--- config.mk ---
export PLATFORM = sky130hd
export DESIGN_NAME = gvsp_skid
export DESIGN_NICKNAME = d
export VERILOG_FILES = /design/src/gvsp_pkg.sv /design/src/gvsp_skid.sv
export SDC_FILE = /design/constraint.sdc
export NUM_CORES = 1
export LEC_CHECK = 0
export ABC_AREA = 1
export BUFFER_PORTS_ARGS = -buffer_cell sky130_fd_sc_hd__buf_2
export CAP_MARGIN = 20
export CORE_AREA = 3 3 139 74
export DETAILED_ROUTE_END_ITERATION = 10
export DIE_AREA = 0 0 142 77
export PLACE_DENSITY = 0.77
export SKIP_CTS_REPAIR_TIMING = 1
export SKIP_LAST_GASP = 1
export SYNTH_ARGS = -nofsm -noshare
export SYNTH_HDL_FRONTEND = slang
export SYNTH_SLANG_ARGS = --single-unit
--- constraint.sdc ---
create_clock -name i_clk -period 6.2 [get_ports i_clk]
set_input_delay 0.93 -clock i_clk [delete_from_list [all_inputs] [get_ports i_clk]]
set_output_delay 0.93 -clock i_clk [all_outputs]
set_load 0.05 [all_outputs]
--- src/gvsp_pkg.sv ---
// gvsp_pkg: shared types and constants of the grain voice sample player
// used by gvsp_cfg, gvsp_core, gvsp_skid and grain_voice_sample_player
package gvsp_pkg;

    // width of position + start offset, also the number of remainder steps
    localparam int SUM_W   = 29;
    // quotient bits of the envelope division (Q2.16)
    localparam int ENV_W   = 18;

    // configuration register indexes
    typedef enum logic [2:0] {
        REG_GRAIN_LENGTH   = 3'd0,
        REG_START_POSITION = 3'd1,
        REG_PLAYBACK_RATE  = 3'd2,
        REG_AMPLITUDE      = 3'd3,
        REG_FILE_LENGTH    = 3'd4,
        REG_BLOCK_LENGTH   = 3'd5
    } t_reg_idx;

    // envelope region picked before the division
    typedef enum logic [1:0] {
        ENV_ZERO,
        ENV_UNITY,
        ENV_FULL,
        ENV_DIV
    } t_env_kind;

    // configuration as seen by the datapath, lengths already clamped
    typedef struct packed {
        logic [15:0] grain_length;
        logic [23:0] start_position;
        logic [15:0] playback_rate;
        logic [15:0] amplitude;
        logic [12:0] file_length;
        logic [12:0] block_length;
    } t_cfg;

    // one result item
    typedef struct packed {
        logic signed [17:0] contribution;
        logic        [11:0] slot_index;
        logic signed [23:0] mix_out;
    } t_result;

endpackage

--- src/gvsp_skid.sv ---
// gvsp_skid: output register with one skid entry
// depends on gvsp_pkg
module gvsp_skid (
    input  logic              i_clk,
    input  logic              i_rst_n,
    input  logic              i_valid,
    output logic              o_ready,
    input  gvsp_pkg::t_result i_data,
    output logic              o_valid,
    input  logic              i_ready,
    output gvsp_pkg::t_result o_data
);
    import gvsp_pkg::*;

    t_result r_out;
    t_result r_sk;
    logic    r_out_valid;
    logic    r_sk_valid;

    assign o_ready = !r_sk_valid;
    assign o_valid = r_out_valid;
    assign o_data  = r_out;

    // output register refills from the skid entry first
    always_ff @(posedge i_clk) begin
        if (!i_rst_n) begin
            r_out_valid <= 1'b0;
            r_sk_valid  <= 1'b0;
        end else if (!r_out_valid || i_ready) begin
            if (r_sk_valid) begin
                r_out       <= r_sk;
                r_out_valid <= 1'b1;
                r_sk_valid  <= 1'b0;
            end else begin
                r_out       <= i_data;
                r_out_valid <= i_valid;
            end
        end else if (i_valid && !r_sk_valid) begin
            r_sk       <= i_data;
            r_sk_valid <= 1'b1;
        end
    end

endmodule

==> impl_metrics.yaml <==
outcome:
  status: "complete, no violations"
placed_design:
  port_buffers: 113
  post-dp-hpwl_um: 5167
  place.gp.congestion: 0.7679
  dp_slack_ns: 3.205
timing:
  grt_setup_unrepaired: "no"
  hold_viol_final: 0
  relSlewSlack_pct: 30.33
  worst_pin_slew_ns: 1.045
  post-route-period-util_pct: 54.32
  setup_tns_ns: 0
  max_freq_mhz: 296.9
  fin_ws_ns: 2.832
  finClkSkew_ns: 0.005550
  finalSetupViolations: 0
  slew_violations: 0
  min_period_ns: 3.368
pwr:
  pwr-share-comb_pct: 11.1
  intPower_mw: 1.159
  ir_worst_vdd_uv: 186.4
  power.leakage_nw: 2.095
  swShare_pct: 24.76
  p_seq_share_pct: 56.3
  pwr-share-clk_pct: 32.6
  netSwitchingPower_mw: 0.3812
  p_per_area_nw_per_um2: 311.1
setup_path:
  path_class: "reg2out"
  r2r_start: "r_sk_valid$_SDFFE_PP0P_"
  crit_chain: "inv_2, buf_4, buf_2"
  critPathTopFamily: "buffers and inverters"
  worst-path-buf-inv: 3
  slowest_delay_ns: 1.02
  r2r_slack_ns: 3.81
  crit_required_ns: 5.27
  crit_path_end_kind: "output port"
  rr_worst_depth: 4
  setup.worst_path.start_class: "flip-flop"
  worstPathArrival_ns: 2.44
  crit-reg2reg-capture: "r_sk[23]$_DFFE_PP_"
  cp_max_fo: 57
  cp_slowest_cell: "dfxtp_2"
cells_and_area:
  area_growth_pct: 22.18
  final_cell_mix: "164 x nand2_1, 113 x buf_2, 108 x edfxtp_1, 9 x clkbuf_16, 3 x buf_4"
  fill_cells: 792
  diodes: 0
  final_common_cell: "nand2_1"
  nNetsFinal: 467
  drive_above_1_share_pct: 32.28
floorplanning:
  core_region_area_um2: 9228
  io_pins: 114
  fp-row-count: 25
  fp.dieH_um: 77
  dieArea_um2: 10930
  initial_utilization_pct: 43.89
  die_x_um: 142
cts:
  path_clk_slew_ns: 0.06
  cts_root_buf: "clkbuf_16"
  cts_tree: "done"
  cts_htree_levels: 3
  cts.path.max_buffers: 2
  cts.sinks: 110
  cts_buffers: 9
  insertion_delay_ns: 0.34
grt:
  grt_max_degree: 58
  grt-ovfl-total: 0
  grt_pass1_vias: 2314
  grt_pass1_wl_um: 11890
  grt.total_usage_pct: 14.24
  antenna_found_initial: 1
route:
  drc: 0
  vias: 2486
  drtAntennaViolNets: 0
  dr.pass1.iters: 4
  drt_iter0_drc: 157
  viasPerCell: 4.664
  wirelength_um: 7859
  wl_per_cell_um: 14.74
logic_synthesis:
  synth_area_leaders: "edfxtp_1 80%, nand2_1 15%, buf_6 2.2%"
  synthCells: 294
  ys_seq_area_share_pct: 81.06
  synth_top_cell_area_share_pct: 80.07
  netlist_area_um2: 4050
  syn_avg_cell_area_um2: 13.78
  yosysUniqueCellTypes: 12
  yosys_warnings: 0
  synth_nets: 352
  yosys.area.top_type: "edfxtp_1"
  ys_ff_latch: 110
hold_path:
  min-delay-start: "r_sk[18]$_DFFE_PP_"
  hold_depth: 2
  holdPathEnd: "o_data[18]$_DFFE_PP_"
  min_path_type: "reg2reg"
job:
  max_cap_viol_count: 0
power by group through the flow:
| stage | Clock (mW) | Combinational (mW) | Sequential, mW |
|---|---|---|---|
| 3_5_place_dp | 0 | 0.173 | 0.882 |
| 5_1_grt | 0.550 | 0.182 | 0.868 |
| 3_3_place_gp | 0 | 0.169 | 0.881 |
| 6_report | 0.502 | 0.171 | 0.866 |
| 4_1_cts | 0.512 | 0.173 | 0.866 |
| 2_1_floorplan | 0 | 0.0346 | 0.967 |
Yosys cell counts (all sizes together):
library cell and n:
a21boi 1, edfxtp 108, buf 12, nor2 3, o21ai 1, nand3 1, dfxtp 2, inv 2
nand2 164
worst max path at each step:
| stage | slack [ns] | to | cells after the start | startpoint |
|---|---|---|---|---|
| 2_1_floorplan | 0.75 | o_data[0]$_DFFE_PP_ | 2 | i_ready |
| 3_3_place_gp | 3.27 | o_ready | 3 | r_sk_valid$_SDFFE_PP0P_ |
| 3_5_place_dp | 3.20 | o_ready | 3 | r_sk_valid$_SDFFE_PP0P_ |
| 4_1_cts | 2.82 | o_ready | 3 | r_sk_valid$_SDFFE_PP0P_ |
| 5_1_grt | 2.62 | o_ready | 3 | r_sk_valid$_SDFFE_PP0P_ |
| 6_report | 2.83 | o_ready | 3 | r_sk_valid$_SDFFE_PP0P_ |
metal layers:
metal	GRT usage (%)	part of all wire (%)
met1	20.08	46
met2	20.32	43
met3	6.106	10
met4	3.736	0.73
met5	0	0.18
cell families (layout without fill, tap and decap cells):
kind of cell	count (synthesis)	in the layout	synth area share, %
AO/OA/AOI/OAI	2	2	0.3089
AND/OR/NAND/NOR	168	168	15.60
flip-flops	110	110	81.06
buffers and inverters	14	132	3.027
stage by stage:
step	area, um2	utilization, %	cells	power (mW)	hold slack [ns]
detailed placement	4695	50.87	519	1.055	0.5048
global route	4949	53.63	533	1.601	0.5317
finish	4949	53.63	533	1.540	0.5157
CTS	4949	53.63	533	1.551	0.5167
global placement	4695	50.87	519	1.050	0.5002
floorplan	4050	-	294	1.001	0.4943
final cells by class:
| cell class | instances | area, um2 | share of cell area, % |
|---|---|---|---|
| flip-flops and latches | 110 | 3284 | 66.37 |
| multi-input cells | 170 | 663.1 | 13.40 |
| repair buffers | 116 | 588.1 | 11.88 |
| clock buffers | 9 | 225.2 | 4.551 |
| well taps | 121 | 151.4 | 3.059 |
| clock inverters | 5 | 28.78 | 0.5815 |
| inverters | 2 | 7.507 | 0.1517 |
tightest hold or removal path: stages (launching register included):
cell and delay, ns:
edfxtp_1 0.32, nand2_1 0.05, nand2_1 0.05
state kept, by name (all words and copies together) (netlist names):
name	flops
r_sk	54
o_valid	1
r_sk_valid	1
o_data	54
Power figures use the tool's default switching activity.
