$ cat src/gvsp_pkg.sv
// gvsp_pkg: shared types and constants of the grain voice sample player
// used by gvsp_cfg, gvsp_core, gvsp_skid and grain_voice_sample_player
package gvsp_pkg;

    // width of position + start offset, also the number of remainder steps
    localparam int SUM_W   = 29;
    // quotient bits of the envelope division (Q2.16)
    localparam int ENV_W   = 18;

    // configuration register indexes
    typedef enum logic [2:0] {
        REG_GRAIN_LENGTH   = 3'd0,
        REG_START_POSITION = 3'd1,
        REG_PLAYBACK_RATE  = 3'd2,
        REG_AMPLITUDE      = 3'd3,
        REG_FILE_LENGTH    = 3'd4,
        REG_BLOCK_LENGTH   = 3'd5
    } t_reg_idx;

    // envelope region picked before the division
    typedef enum logic [1:0] {
        ENV_ZERO,
        ENV_UNITY,
        ENV_FULL,
        ENV_DIV
    } t_env_kind;

    // configuration as seen by the datapath, lengths already clamped
    typedef struct packed {
        logic [15:0] grain_length;
        logic [23:0] start_position;
        logic [15:0] playback_rate;
        logic [15:0] amplitude;
        logic [12:0] file_length;
        logic [12:0] block_length;
    } t_cfg;

    // one result item
    typedef struct packed {
        logic signed [17:0] contribution;
        logic        [11:0] slot_index;
        logic signed [23:0] mix_out;
    } t_result;

endpackage

$ cat src/gvsp_cfg.sv
// gvsp_cfg: configuration registers with length clamping
// depends on gvsp_pkg
module gvsp_cfg #(
    parameter int STORE_DEPTH = 4096
) (
    input  logic           i_clk,
    input  logic           i_rst_n,
    input  logic           i_wr_valid,
    input  logic [2:0]     i_wr_index,
    input  logic [23:0]    i_wr_data,
    output logic           o_wr_ready,
    output gvsp_pkg::t_cfg o_cfg
);
    import gvsp_pkg::*;

    localparam logic [12:0] FL_MAX = 13'(STORE_DEPTH > 8191 ? 8191 : STORE_DEPTH);
    localparam logic [12:0] BL_MAX = 13'd4096;

    logic [15:0] r_grain_length;
    logic [23:0] r_start_position;
    logic [15:0] r_playback_rate;
    logic [15:0] r_amplitude;
    logic [12:0] r_file_length;
    logic [12:0] r_block_length;

    assign o_wr_ready = 1'b1;

    // register writes
    always_ff @(posedge i_clk) begin
        if (!i_rst_n) begin
            r_grain_length   <= 16'd1000;
            r_start_position <= 24'd4000;
            r_playback_rate  <= 16'd4096;
            r_amplitude      <= 16'd16384;
            r_file_length    <= 13'd4096;
            r_block_length   <= 13'd512;
        end else if (i_wr_valid) begin
            unique case (t_reg_idx'(i_wr_index))
                REG_GRAIN_LENGTH:   r_grain_length   <= i_wr_data[15:0];
                REG_START_POSITION: r_start_position <= i_wr_data;
                REG_PLAYBACK_RATE:  r_playback_rate  <= i_wr_data[15:0];
                REG_AMPLITUDE:      r_amplitude      <= i_wr_data[15:0];
                REG_FILE_LENGTH:    r_file_length    <= i_wr_data[12:0];
                REG_BLOCK_LENGTH:   r_block_length   <= i_wr_data[12:0];
                default: ;
            endcase
        end
    end

    // clamp lengths into their usable ranges
    always_comb begin
        o_cfg.grain_length   = r_grain_length;
        o_cfg.start_position = r_start_position;
        o_cfg.playback_rate  = r_playback_rate;
        o_cfg.amplitude      = r_amplitude;
        if (r_file_length == 13'd0)
            o_cfg.file_length = 13'd1;
        else if (r_file_length > FL_MAX)
            o_cfg.file_length = FL_MAX;
        else
            o_cfg.file_length = r_file_length;
        if (r_block_length == 13'd0)
            o_cfg.block_length = 13'd1;
        else if (r_block_length > BL_MAX)
            o_cfg.block_length = BL_MAX;
        else
            o_cfg.block_length = r_block_length;
    end

endmodule

$ cat config.mk
export PLATFORM = sky130hd
export DESIGN_NAME = gvsp_cfg
export DESIGN_NICKNAME = d
export VERILOG_FILES = /design/src/gvsp_pkg.sv /design/src/gvsp_cfg.sv
export SDC_FILE = /design/constraint.sdc
export NUM_CORES = 1
export LEC_CHECK = 0
export CAP_MARGIN = 40
export CORE_MARGIN = 2
export CORE_UTILIZATION = 45
export DETAILED_ROUTE_END_ITERATION = 7
export DONT_BUFFER_PORTS = 1
export MAX_ROUTING_LAYER = met4
export PLACE_DENSITY = 0.61
export RECOVER_POWER = 50
export SYNTH_ARGS = -nofsm -noshare
export SYNTH_HDL_FRONTEND = slang
export SYNTH_SLANG_ARGS = --single-unit
$ cat constraint.sdc
create_clock -name i_clk -period 1.4 [get_ports i_clk]
set_input_delay 0.14 -clock i_clk [delete_from_list [all_inputs] [get_ports i_clk]]
set_output_delay 0.14 -clock i_clk [all_outputs]
set_load 0.01 [all_outputs]
==> results of run 1 <==
==> worst min-delay path by stage <==
stage	from	endpoint	depth (start not counted)
2_1_floorplan	i_wr_data[12]	r_file_length[12]	2
3_5_place_dp	i_rst_n	r_amplitude[14]	1
4_1_cts	i_rst_n	r_file_length[12]	2
6_report	i_rst_n	r_file_length[12]	2
3_3_place_gp	i_rst_n	r_amplitude[14]	1
5_1_grt	i_rst_n	r_file_length[12]	2
==> report_power, final <==
group	internal [mW]	total [mW]	switching (mW)
logic	0.199	0.386	0.188
clock network	0.834	1.77	0.938
registers	2.85	2.93	0.0801
==> cell type report <==
type / count / area (um2)
fillers: 732 / 3340
flip-flops and latches: 98 / 1970
multi-input cells: 321 / 1710
repair buffers: 88 / 876
clock buffers: 12 / 135
well taps: 105 / 131
clock inverters: 4 / 51.3
diodes: 1 / 2.50
==> metal layers <==
layer | wire length, um | GRT usage (%) | part of all wire, %
met5 | 0 | - | 0
met4 | 102 | 7.02 | 0.91
met3 | 856 | 8.07 | 7.6
met2 | 5590 | 40.9 | 50
met1 | 4640 | 30.8 | 42
==> sequential cells by signal, indices dropped and copies added, names as in the netlist <==
| name | count |
|---|---|
| r_start_position | 24 |
| r_block_length | 13 |
| r_playback_rate | 16 |
| r_file_length | 13 |
| r_grain_length | 16 |
| r_amplitude | 16 |
==> stage by stage <==
| step | hold WS (ps) | setup TNS (ps) | setup slack, ps | util (%) |
|---|---|---|---|---|
| 2_1_floorplan | 264 | 0 | 94.0 | - |
| 3_3_place_gp | 213 | 0 | 294 | 46.6 |
| 3_5_place_dp | 211 | 0 | 260 | 46.6 |
| 4_1_cts | 82.0 | -102 | -57.2 | 58.9 |
| 5_1_grt | 90.0 | -238 | -74.1 | 59.3 |
| 6_report | 136 | 0 | 12.7 | 59.3 |
==> Yosys cell counts <==
cell / count
sky130_fd_sc_hd__nand2_1: 150
sky130_fd_sc_hd__dfxtp_1: 98
sky130_fd_sc_hd__nand3_1: 44
sky130_fd_sc_hd__a21boi_0: 32
sky130_fd_sc_hd__o21ai_0: 28
sky130_fd_sc_hd__nor2b_1: 22
sky130_fd_sc_hd__clkbuf_1: 21
sky130_fd_sc_hd__a21boi_1: 20
sky130_fd_sc_hd__buf_2: 11
sky130_fd_sc_hd__nor4_1: 4
sky130_fd_sc_hd__buf_1: 3
sky130_fd_sc_hd__nand4bb_1: 3
sky130_fd_sc_hd__a31oi_1: 2
sky130_fd_sc_hd__buf_4: 2
sky130_fd_sc_hd__buf_6: 2
sky130_fd_sc_hd__mux2i_1: 2
sky130_fd_sc_hd__nand4b_1: 2
sky130_fd_sc_hd__nor2_1: 2
sky130_fd_sc_hd__nor3_1: 2
sky130_fd_sc_hd__o21ai_1: 2
sky130_fd_sc_hd__and4b_1: 1
sky130_fd_sc_hd__and4bb_1: 1
sky130_fd_sc_hd__conb_1: 1
sky130_fd_sc_hd__nor4b_4: 1
sky130_fd_sc_hd__nor4bb_1: 1
sky130_fd_sc_hd__or4b_1: 1
==> timing repair <==
item	CTS	global route
setup buffers	2	0
endpoints found under the hold margin	98	0
hold buffers	78	0
setup endpoints to repair	2	22
pin swaps	6	3
gates resized for setup	5	11
==> cells by family (layout without fill, tap and decap cells) <==
| kind of cell | Yosys count | count (layout) |
|---|---|---|
| and+or+nand+nor | 234 | 234 |
| DFF | 98 | 98 |
| AOI/OAI and AO/OA | 84 | 84 |
| buffers and inverters | 39 | 104 |
| muxes | 2 | 2 |
| other | 1 | 2 |
==> impl_metrics.csv, run 1 <==
group,metric,value,unit
sta,timing.clock.skew,0,ps
layout,filler_free_cell_count_of_the_finished_design,629,
cts,clock_insertion_delay_worst_skew,350,ps
status,outcome,"finished, final reports clean",
synth,post_synthesis_compound_gate_area_fraction,14.5,%
synth,post_synthesis_instance_total,458,
synth,postSynthRegisterBits,98,
routing,routed_wl,11200,um
critical_path,timing_worst_setup_path_type,"in -> reg",
pwr,power.density_cell_area,1040,nW/um2
placement,numPlacedInstances,532,
critical_path,largest_driver_fanout_on_the_critical_path,5,
pwr,finalPower,5.09,mW
grt,grt_first_pass_wirelength,16800,um
critical_path,r2r_slack,90,ps
sta,final_period_minus_worst_setup_slack,1390,ps
pwr,ir_worst_vdd,0.644,mV
critical_path,worstPathBufferInverterCount,2,
critical_path,critical_path.slowest_cell,"sky130_fd_sc_hd__dlygate4sd3_1",
placement,port_buffers,0,
placement,dp_hpwl,6470,um
cts,tritoncts,"built",
routing,first_pass_iters,4,
synth,yosys_warnings,0,
critical_path,kind_of_cell_with_the_highest_combined_delay_on_the_critical_path,"buffers and inverters",
sta,maxSlewHeadroom,63.7,%
cts,clock_sink_count,98,
sta,setup_viol,0,
die,placement_rows,33,
die,die_y,95.9,um
sta,worst_pin_slew,543,ps
critical_path,ff2ff_path_depth,3,
layout,flow.area_growth_from_synthesis,28.2,%
die,die_x,95.9,um
routing,wl_per_cell,17.8,um
routing,drt_first_iter_violations,189,
synth,synthDistinctLibCells,26,
synth,seq_area_frac_synth,51.6,%
die,start_util,46.3,%
critical_path,timing.critical_path.cells,"dlygate4sd3_1 > nand2_1 > a21boi_1 > dlygate4sd3_1",
synth,synth_top_family_by_area,"simple AND/OR/NAND/NOR gates",
pwr,p_leak,1.88,nW
critical_path,worst-endpoint-arrival,1690,ps
critical_path,timing.critical_path.from_type,"input port",
critical_path,crit_required,1700,ps
layout,final_area,4870,um2
critical_path,timing.critical_path.to_type,"flop",
grt,grt_antenna_before_repair,1,
layout,drive_gt1_share,6.88,%
layout,final_cell_mix,"sky130_fd_sc_hd__nand2_1 (150), sky130_fd_sc_hd__dfxtp_1 (94), sky130_fd_sc_hd__dlygate4sd3_1 (73)",
routing,routed_via_density,5.29,
cts,cts_max_path_buffers,2,
synth,synth_fa_ha_area_share,0,%
cts,cts_buffers,9,
grt,grt.overflow.total,0,
grt,grt_max_degree,62,
synth,yosys.area_share.simple,28.4,%
placement,gp_congestion,0.783,
sta,grt_setup_unrepaired,"yes",
grt,grt_util_all_layers,25.4,%
die,die-area,9200,um2
grt,via_count_of_the_first_global_routing_pass,3062,
flow_run,max_cap_viol_count,0,
sta,timing.final.hold_violations,0,
cts,h-tree-depth,3,
worst_hold_path,hold_path.class,"in -> reg",
cts,clk_pin_slew,90,ps
synth,synth_area_leaders,"sky130_fd_sc_hd__dfxtp_1 (52%), sky130_fd_sc_hd__nand2_1 (15%), sky130_fd_sc_hd__a21boi_0 (6.3%)",
routing,ant_nets,0,
critical_path,critical_path.endpoint,"r_start_position[4]",
routing,vias,3325,
sta,fmaxAchievable,721,MHz
die,total_core_area,8220,um2
synth,yosys.area_share.xor_xnor,0,%
critical_path,rr_startpoint,"r_start_position[0]",
critical_path,cpPeakStageDelay,780,ps
cts,cts-root-buf,"sky130_fd_sc_hd__clkbuf_8",
critical_path,timing.critical_path.mode_cell,"sky130_fd_sc_hd__dlygate4sd3_1",
synth,synth.mux.area_fraction,0.526,%
synth,syn_area,3800,um2
synth,syn_avg_cell_area,8.30,um2
critical_path,count_of_cell_instances_traversed_by_the_critical_path,4,
sta,finalCritPeriodShare,99.1,%
routing,detail_route.drc_violations,0,
die,io_pins,129,
synth,share_of_the_synthesized_area_in_the_top_cell_type,51.6,%
critical_path,rr_endpoint,"r_start_position[0]",
layout,nNetsFinal,548,
critical_path,timing.critical_path.from,"i_wr_data[4]",
placement,dpl_cell_area,3830,um2
sta,timing_max_transition_violations_final,0,
layout,layout_commonest_cell,"sky130_fd_sc_hd__nand2_1",
synth,total_nets_after_synthesis,488,
synth,synthDominantAreaCellType,"sky130_fd_sc_hd__dfxtp_1",
Note: power is estimated with default switching activity, not from simulation.
==> run 2: changes to the inputs <==
--- a/config.mk
+++ b/config.mk
@@ -5,6 +5,7 @@
 export SDC_FILE = /design/constraint.sdc
 export NUM_CORES = 1
 export LEC_CHECK = 0
+export ABC_AREA = 1
 export CAP_MARGIN = 40
 export CORE_MARGIN = 2
 export CORE_UTILIZATION = 45
==> impl_metrics.csv, run 2 <==
group,metric,value,unit
pwr,pwr-share-clk,33.3,%
layout,antenna-diode-count,0,
pwr,ir_worst_vdd,0.554,mV
routing,detail_route.drc_violations,0,
grt,grt_max_degree,73,
pwr,sw_frac_of_total,27.8,%
synth,syn_area,3900,um2
die,die-area,9440,um2
sta,timing.final.hold_violations,0,
synth,syn_avg_cell_area,8.43,um2
sta,timing_max_transition_violations_final,0,
pwr,combPwrFrac,10.4,%
synth,total_nets_after_synthesis,493,
grt,via_count_of_the_first_global_routing_pass,3195,
routing,vias,3270,
layout,filler_free_cell_count_of_the_finished_design,618,
placement,port_buffers,0,
critical_path,worst-endpoint-arrival,1490,ps
cts,cts_max_path_buffers,2,
critical_path,timing.critical_path.to_type,"output port",
routing,first_pass_iters,6,
critical_path,timing_worst_setup_path_type,"reg -> out",
cts,clk_pin_slew,100,ps
synth,synthDominantAreaCellType,"sky130_fd_sc_hd__dfxtp_1",
sta,timing.clock.skew,0,ps
synth,synth_area_leaders,"sky130_fd_sc_hd__dfxtp_1 (50%), sky130_fd_sc_hd__a21oi_1 (6.4%), sky130_fd_sc_hd__nor2_1 (6.1%)",
synth,synthDistinctLibCells,31,
synth,share_of_the_synthesized_area_in_the_top_cell_type,50.3,%
pwr,power.density_cell_area,1120,nW/um2
pwr,p_leak,1.96,nW
die,io_pins,129,
sta,grt_setup_unrepaired,"yes",
synth,postSynthRegisterBits,98,
routing,routed_via_density,5.29,
routing,ant_nets,0,
cts,clock_insertion_delay_worst_skew,350,ps
synth,yosys_warnings,0,
routing,drt_first_iter_violations,114,
die,start_util,47.0,%
layout,final_cell_mix,"sky130_fd_sc_hd__dfxtp_1 (87), sky130_fd_sc_hd__o21ai_0 (60), sky130_fd_sc_hd__nor2_1 (58)",
layout,flow.area_growth_from_synthesis,21.1,%
synth,synth_edf_count,0,
placement,dp_hpwl,6750,um
routing,wl_per_cell,17.7,um
synth,post_synthesis_instance_total,463,
sta,fmaxAchievable,612,MHz
cts,h-tree-depth,3,
sta,worst_pin_slew,829,ps
die,die_x,97.1,um
critical_path,timing.critical_path.from_type,"flop",
synth,ys_top_cells_by_count,"sky130_fd_sc_hd__dfxtp_1 (98), sky130_fd_sc_hd__nor2_1 (63), sky130_fd_sc_hd__nand2_1 (52)",
synth,seq_area_frac_synth,50.3,%
sta,finalCritPeriodShare,117,%
critical_path,largest_driver_fanout_on_the_critical_path,6,
die,placement_rows,33,
sta,worst_slack,-233,ps
layout,largest_register_ffs,24,
cts,cts_buffers,9,
placement,numPlacedInstances,559,
die,total_core_area,8300,um2
layout,nNetsFinal,538,
layout,largest-register,"r_start_position",
grt,grt_first_pass_wirelength,17200,um
layout,n_fill_cell,774,
grt,grt_antenna_before_repair,0,
die,die_y,97.1,um
sta,hold_slack,45.6,ps
worst_hold_path,hold_path.class,"in -> reg",
synth,yosysMostFrequentCell,"sky130_fd_sc_hd__dfxtp_1",
routing,routed_wl,10900,um
synth,dominantRegCellSynth,"sky130_fd_sc_hd__dfxtp_1",
grt,grt.overflow.total,0,
layout,layout_commonest_cell,"sky130_fd_sc_hd__dfxtp_1",
grt,grt_util_all_layers,23.6,%
critical_path,crit_required,1260,ps
sta,setup_viol,23,
placement,gp_congestion,0.829,
pwr,p_int,3.83,mW
sta,final_period_minus_worst_setup_slack,1630,ps
pwr,power_frac_seq,56.3,%
cts,cts-root-buf,"sky130_fd_sc_hd__clkbuf_8",
layout,drive_gt1_share,24.0,%
flow_run,max_cap_viol_count,0,
synth,synth-async-reset-ratio,0,%
cts,clock_sink_count,98,
pwr,total_switching_power,1.48,mW
status,violations,"setup timing",
cts,tritoncts,"built",
sta,maxSlewHeadroom,44.7,%
status,outcome,"complete, but fails checks",
==> run 2: cell type report <==
type | instances | area (um2) | share of cell area [%]
sequential | 98 | 1980 | 41.9
multi-input combinational | 303 | 1710 | 36.2
timing repair buffer | 64 | 588 | 12.4
clock buffer | 10 | 138 | 2.91
tap | 105 | 131 | 2.78
inverter | 32 | 121 | 2.57
clock inverter | 6 | 55.1 | 1.16
==> run 2: logic make-up (layout without fill, tap and decap cells) <==
kind of cell	after synthesis	in the layout	share of synthesized area [%]
AND/OR/NAND/NOR	139	141	16.3
other	1	1	0.0961
flip-flops	98	98	50.3
AO/OA/AOI/OAI	161	161	24.6
buffers and inverters	64	112	8.78
==> run 2: power groups by stage <==
stage / clock [mW] / combinational [mW] / sequential, mW
floorplan: 0 / 0.326 / 3.02
global placement: 0 / 0.360 / 3.04
detailed placement: 0 / 0.369 / 3.05
CTS: 1.82 / 0.532 / 2.99
global route: 1.91 / 0.615 / 3.00
finish: 1.77 / 0.555 / 2.99
==> run 2: through the flow <==
| stage | utilization (%) | setup slack (ps) | TNS, ps | power, mW | instance area [um2] |
|---|---|---|---|---|---|
| after floorplan | - | 148 | 0 | 3.34 | 3900 |
| after global placement | 48.1 | 65.9 | 0 | 3.40 | 3990 |
| after detailed placement | 48.1 | -43.9 | -43.9 | 3.42 | 3990 |
| after CTS | 56.1 | -213 | -4250 | 5.34 | 4660 |
| after global routing | 56.9 | -311 | -6310 | 5.53 | 4730 |
| final | 56.9 | -233 | -4160 | 5.31 | 4730 |
==> run 2: routing by layer <==
layer  vias to the layer above  part of all wire (%)  global-route usage [%]  wire length, um
li1                       1626                     -                       -                -
met1                      1526                    43                    29.6             4710
met2                       108                    49                    38.2             5300
met3                        10                   7.0                    5.32              762
met4                         0                   1.3                    6.83              142
met5                         -                     0                       -                0
==> run 2: final timing paths <==
kind | start | end | slack [ps] | depth (start not counted)
worst max-delay path | r_file_length[2] | o_cfg[18] | -230 | 6
worst min-delay path | i_wr_data[12] | r_start_position[12] | 50 | 2
worst max register to register | r_file_length[12] | r_file_length[12] | 140 | 3
worst min register to register | r_amplitude[8] | r_amplitude[8] | 530 | 2
==> run 2: critical path: stages, from the launching register on <==
cell and delay, ps:
sky130_fd_sc_hd__dfxtp_1 330, sky130_fd_sc_hd__nor2_1 130, sky130_fd_sc_hd__nand2_2 90, sky130_fd_sc_hd__nor2_4 180, sky130_fd_sc_hd__nand2_4 110, sky130_fd_sc_hd__a21boi_2 170, sky130_fd_sc_hd__buf_4 140
==> run 2: timing repair <==
item / in CTS / in global routing
pin swaps: 8 / 15
endpoints found under the hold margin: 98 / 0
gates cloned: 2 / 0
resized for setup: 42 / 37
setup endpoints to repair: 23 / 24
buffers inserted: 4 / 1
hold buffers: 36 / 0
==> run 3: changes to the inputs <==
--- a/config.mk
+++ b/config.mk
@@ -8,12 +8,14 @@
 export ABC_AREA = 1
 export CAP_MARGIN = 40
 export CORE_MARGIN = 2
-export CORE_UTILIZATION = 45
+export CORE_UTILIZATION = 40
+export CTS_BUF_LIST = sky130_fd_sc_hd__clkbuf_8
 export DETAILED_ROUTE_END_ITERATION = 7
 export DONT_BUFFER_PORTS = 1
 export MAX_ROUTING_LAYER = met4
-export PLACE_DENSITY = 0.61
+export PLACE_DENSITY = 0.55
 export RECOVER_POWER = 50
+export SETUP_SLACK_MARGIN = 0.05
 export SYNTH_ARGS = -nofsm -noshare
 export SYNTH_HDL_FRONTEND = slang
 export SYNTH_SLANG_ARGS = --single-unit
==> impl_metrics.csv, run 3 (synthesis results as in run 2) <==
group,metric,value,unit
layout,sequential_cell_area,1990,um2
placement,numPlacedInstances,587,
critical_path,crit_required,1260,ps
pwr,p_leak,2.01,nW
die,die_x,103,um
sta,timing.final.hold_violations,0,
placement,dp_hpwl,6930,um
layout,flow.area_growth_from_synthesis,26.4,%
sta,timing.clock.skew,0,ps
routing,wl_per_cell,17.5,um
grt,grt_util_all_layers,22.3,%
cts,clk_pin_slew,90,ps
cts,cts_buffers,9,
placement,pre_cts_slack,53.1,ps
pwr,ir_worst_vdd,0.512,mV
sta,grt_setup_unrepaired,"yes",
cts,clock_insertion_delay_worst_skew,350,ps
critical_path,timing.critical_path.to_type,"output port",
layout,layout_commonest_cell,"sky130_fd_sc_hd__dfxtp_1",
sta,setup_viol,23,
placement,port_buffers,0,
routing,routed_wl,11400,um
layout,nNetsFinal,546,
grt,grt_max_degree,70,
sta,finalCritPeriodShare,116,%
worst_hold_path,hold_path.class,"in -> reg",
placement,gp_congestion,0.816,
layout,footprint_of_the_multi_input_gates,1780,um2
die,start_util,40.5,%
sta,hold_slack,51.9,ps
critical_path,worst-endpoint-arrival,1480,ps
routing,ant_nets,0,
grt,via_count_of_the_first_global_routing_pass,3210,
sta,timing_max_transition_violations_final,0,
layout,final_area,4930,um2
sta,worst_pin_slew,827,ps
grt,gr-usage-met3,7.32,%
die,io_pins,129,
routing,routed_via_density,5.06,
sta,fmaxAchievable,617,MHz
routing,detail_route.drc_violations,0,
routing,vias,3303,
cts,tritoncts,"built",
die,placement_rows,36,
layout,antenna-diode-count,0,
die,die_y,103,um
layout,final_cell_mix,"sky130_fd_sc_hd__dfxtp_1 (83), sky130_fd_sc_hd__nor2_1 (54), sky130_fd_sc_hd__a21oi_1 (48)",
layout,filler_free_cell_count_of_the_finished_design,653,
grt,global_route.usage.met1,26.1,%
die,total_core_area,9640,um2
layout,n_fill_cell,959,
grt,grt_first_pass_wirelength,17000,um
layout,finish.utilization,51.2,%
critical_path,timing_worst_setup_path_type,"reg -> out",
cts,h-tree-depth,3,
critical_path,timing.critical_path.from_type,"flop",
placement,dpl_cell_area,4020,um2
critical_path,largest_driver_fanout_on_the_critical_path,6,
cts,cts_max_path_buffers,2,
sta,setup-tns-final,-4250,ps
sta,worst_slack,-222,ps
sta,final_period_minus_worst_setup_slack,1620,ps
grt,globalRouteMet2Util,36.8,%
pwr,power.density_cell_area,1130,nW/um2
routing,drt_first_iter_violations,82,
routing,first_pass_iters,4,
grt,grt.overflow.total,0,
status,outcome,"complete, but fails checks",
layout,largest_register_ffs,24,
cts,cts-root-buf,"sky130_fd_sc_hd__clkbuf_8",
die,die-area,10600,um2
status,violations,"setup timing",
grt,grt_antenna_before_repair,0,
grt,globalRoute.busiestLayer,"met2",
pwr,finalPower,5.59,mW
cts,clock_sink_count,98,
flow_run,max_cap_viol_count,0,
layout,drive_gt1_share,29.0,%
sta,maxSlewHeadroom,44.8,%
layout,largest-register,"r_start_position",
run 3: changes by cell type in the layout (fill, tap and decap cells not counted), moves of 5 or more:
cell | previous run | this run
sky130_fd_sc_hd__o21ai_1 | 7 | 20
sky130_fd_sc_hd__o21ai_0 | 60 | 46
sky130_fd_sc_hd__nand2_1 | 55 | 46
sky130_fd_sc_hd__buf_4 | 27 | 32
sky130_fd_sc_hd__nand2_2 | 7 | 14
run 3: worst paths after layout:
kind                                   startpoint                 to  slack, ps  cells past startpoint
worst max-delay path             r_file_length[4]          o_cfg[23]       -220                      6
worst min-delay path                 i_wr_data[8]   r_file_length[8]         50                      2
worst max register to register  r_file_length[12]  r_file_length[12]        170                      3
worst min register to register    r_amplitude[10]    r_amplitude[10]        530                      2
run 3: report_power, final:
group	internal (mW)	switching, mW	total, mW
Sequential	2.88	0.111	2.99
Clock	1.04	0.956	2.00
Combinational	0.244	0.354	0.597
Total	4.17	1.42	5.59
run 3: cell type report:
type | instances | share of cell area, %
multi-input cells | 303 | 36.1
repair buffers | 72 | 13.3
flip-flops and latches | 98 | 40.2
clock buffers | 10 | 2.79
inverters | 32 | 2.51
well taps | 133 | 3.37
clock inverters | 5 | 1.62
run 3: layer usage:
layer | routed length [um] | part of all wire (%) | vias to the layer above
met1 | 4710 | 41 | 1552
met3 | 829 | 7.2 | 19
met2 | 5680 | 50 | 105
li1 | - | - | 1627
met4 | 233 | 2.0 | 0
met5 | 0 | 0 | -
run 3: worst max-delay path, cell delays in order (launching register included):
cell	delay, ps
sky130_fd_sc_hd__dfxtp_2	340
sky130_fd_sc_hd__nor2_2	110
sky130_fd_sc_hd__nand2_2	80
sky130_fd_sc_hd__nor2_4	190
sky130_fd_sc_hd__nand2_4	110
sky130_fd_sc_hd__a21boi_2	160
sky130_fd_sc_hd__buf_4	130
run 3: what timing repair did:
item | in CTS | in global routing
endpoints found under the hold margin | 98 | 0
resized for setup | 49 | 42
gates cloned | 2 | 0
hold buffers | 39 | 0
endpoints found under the setup margin | 23 | 26
pin swaps | 14 | 16
buffers inserted | 7 | 3
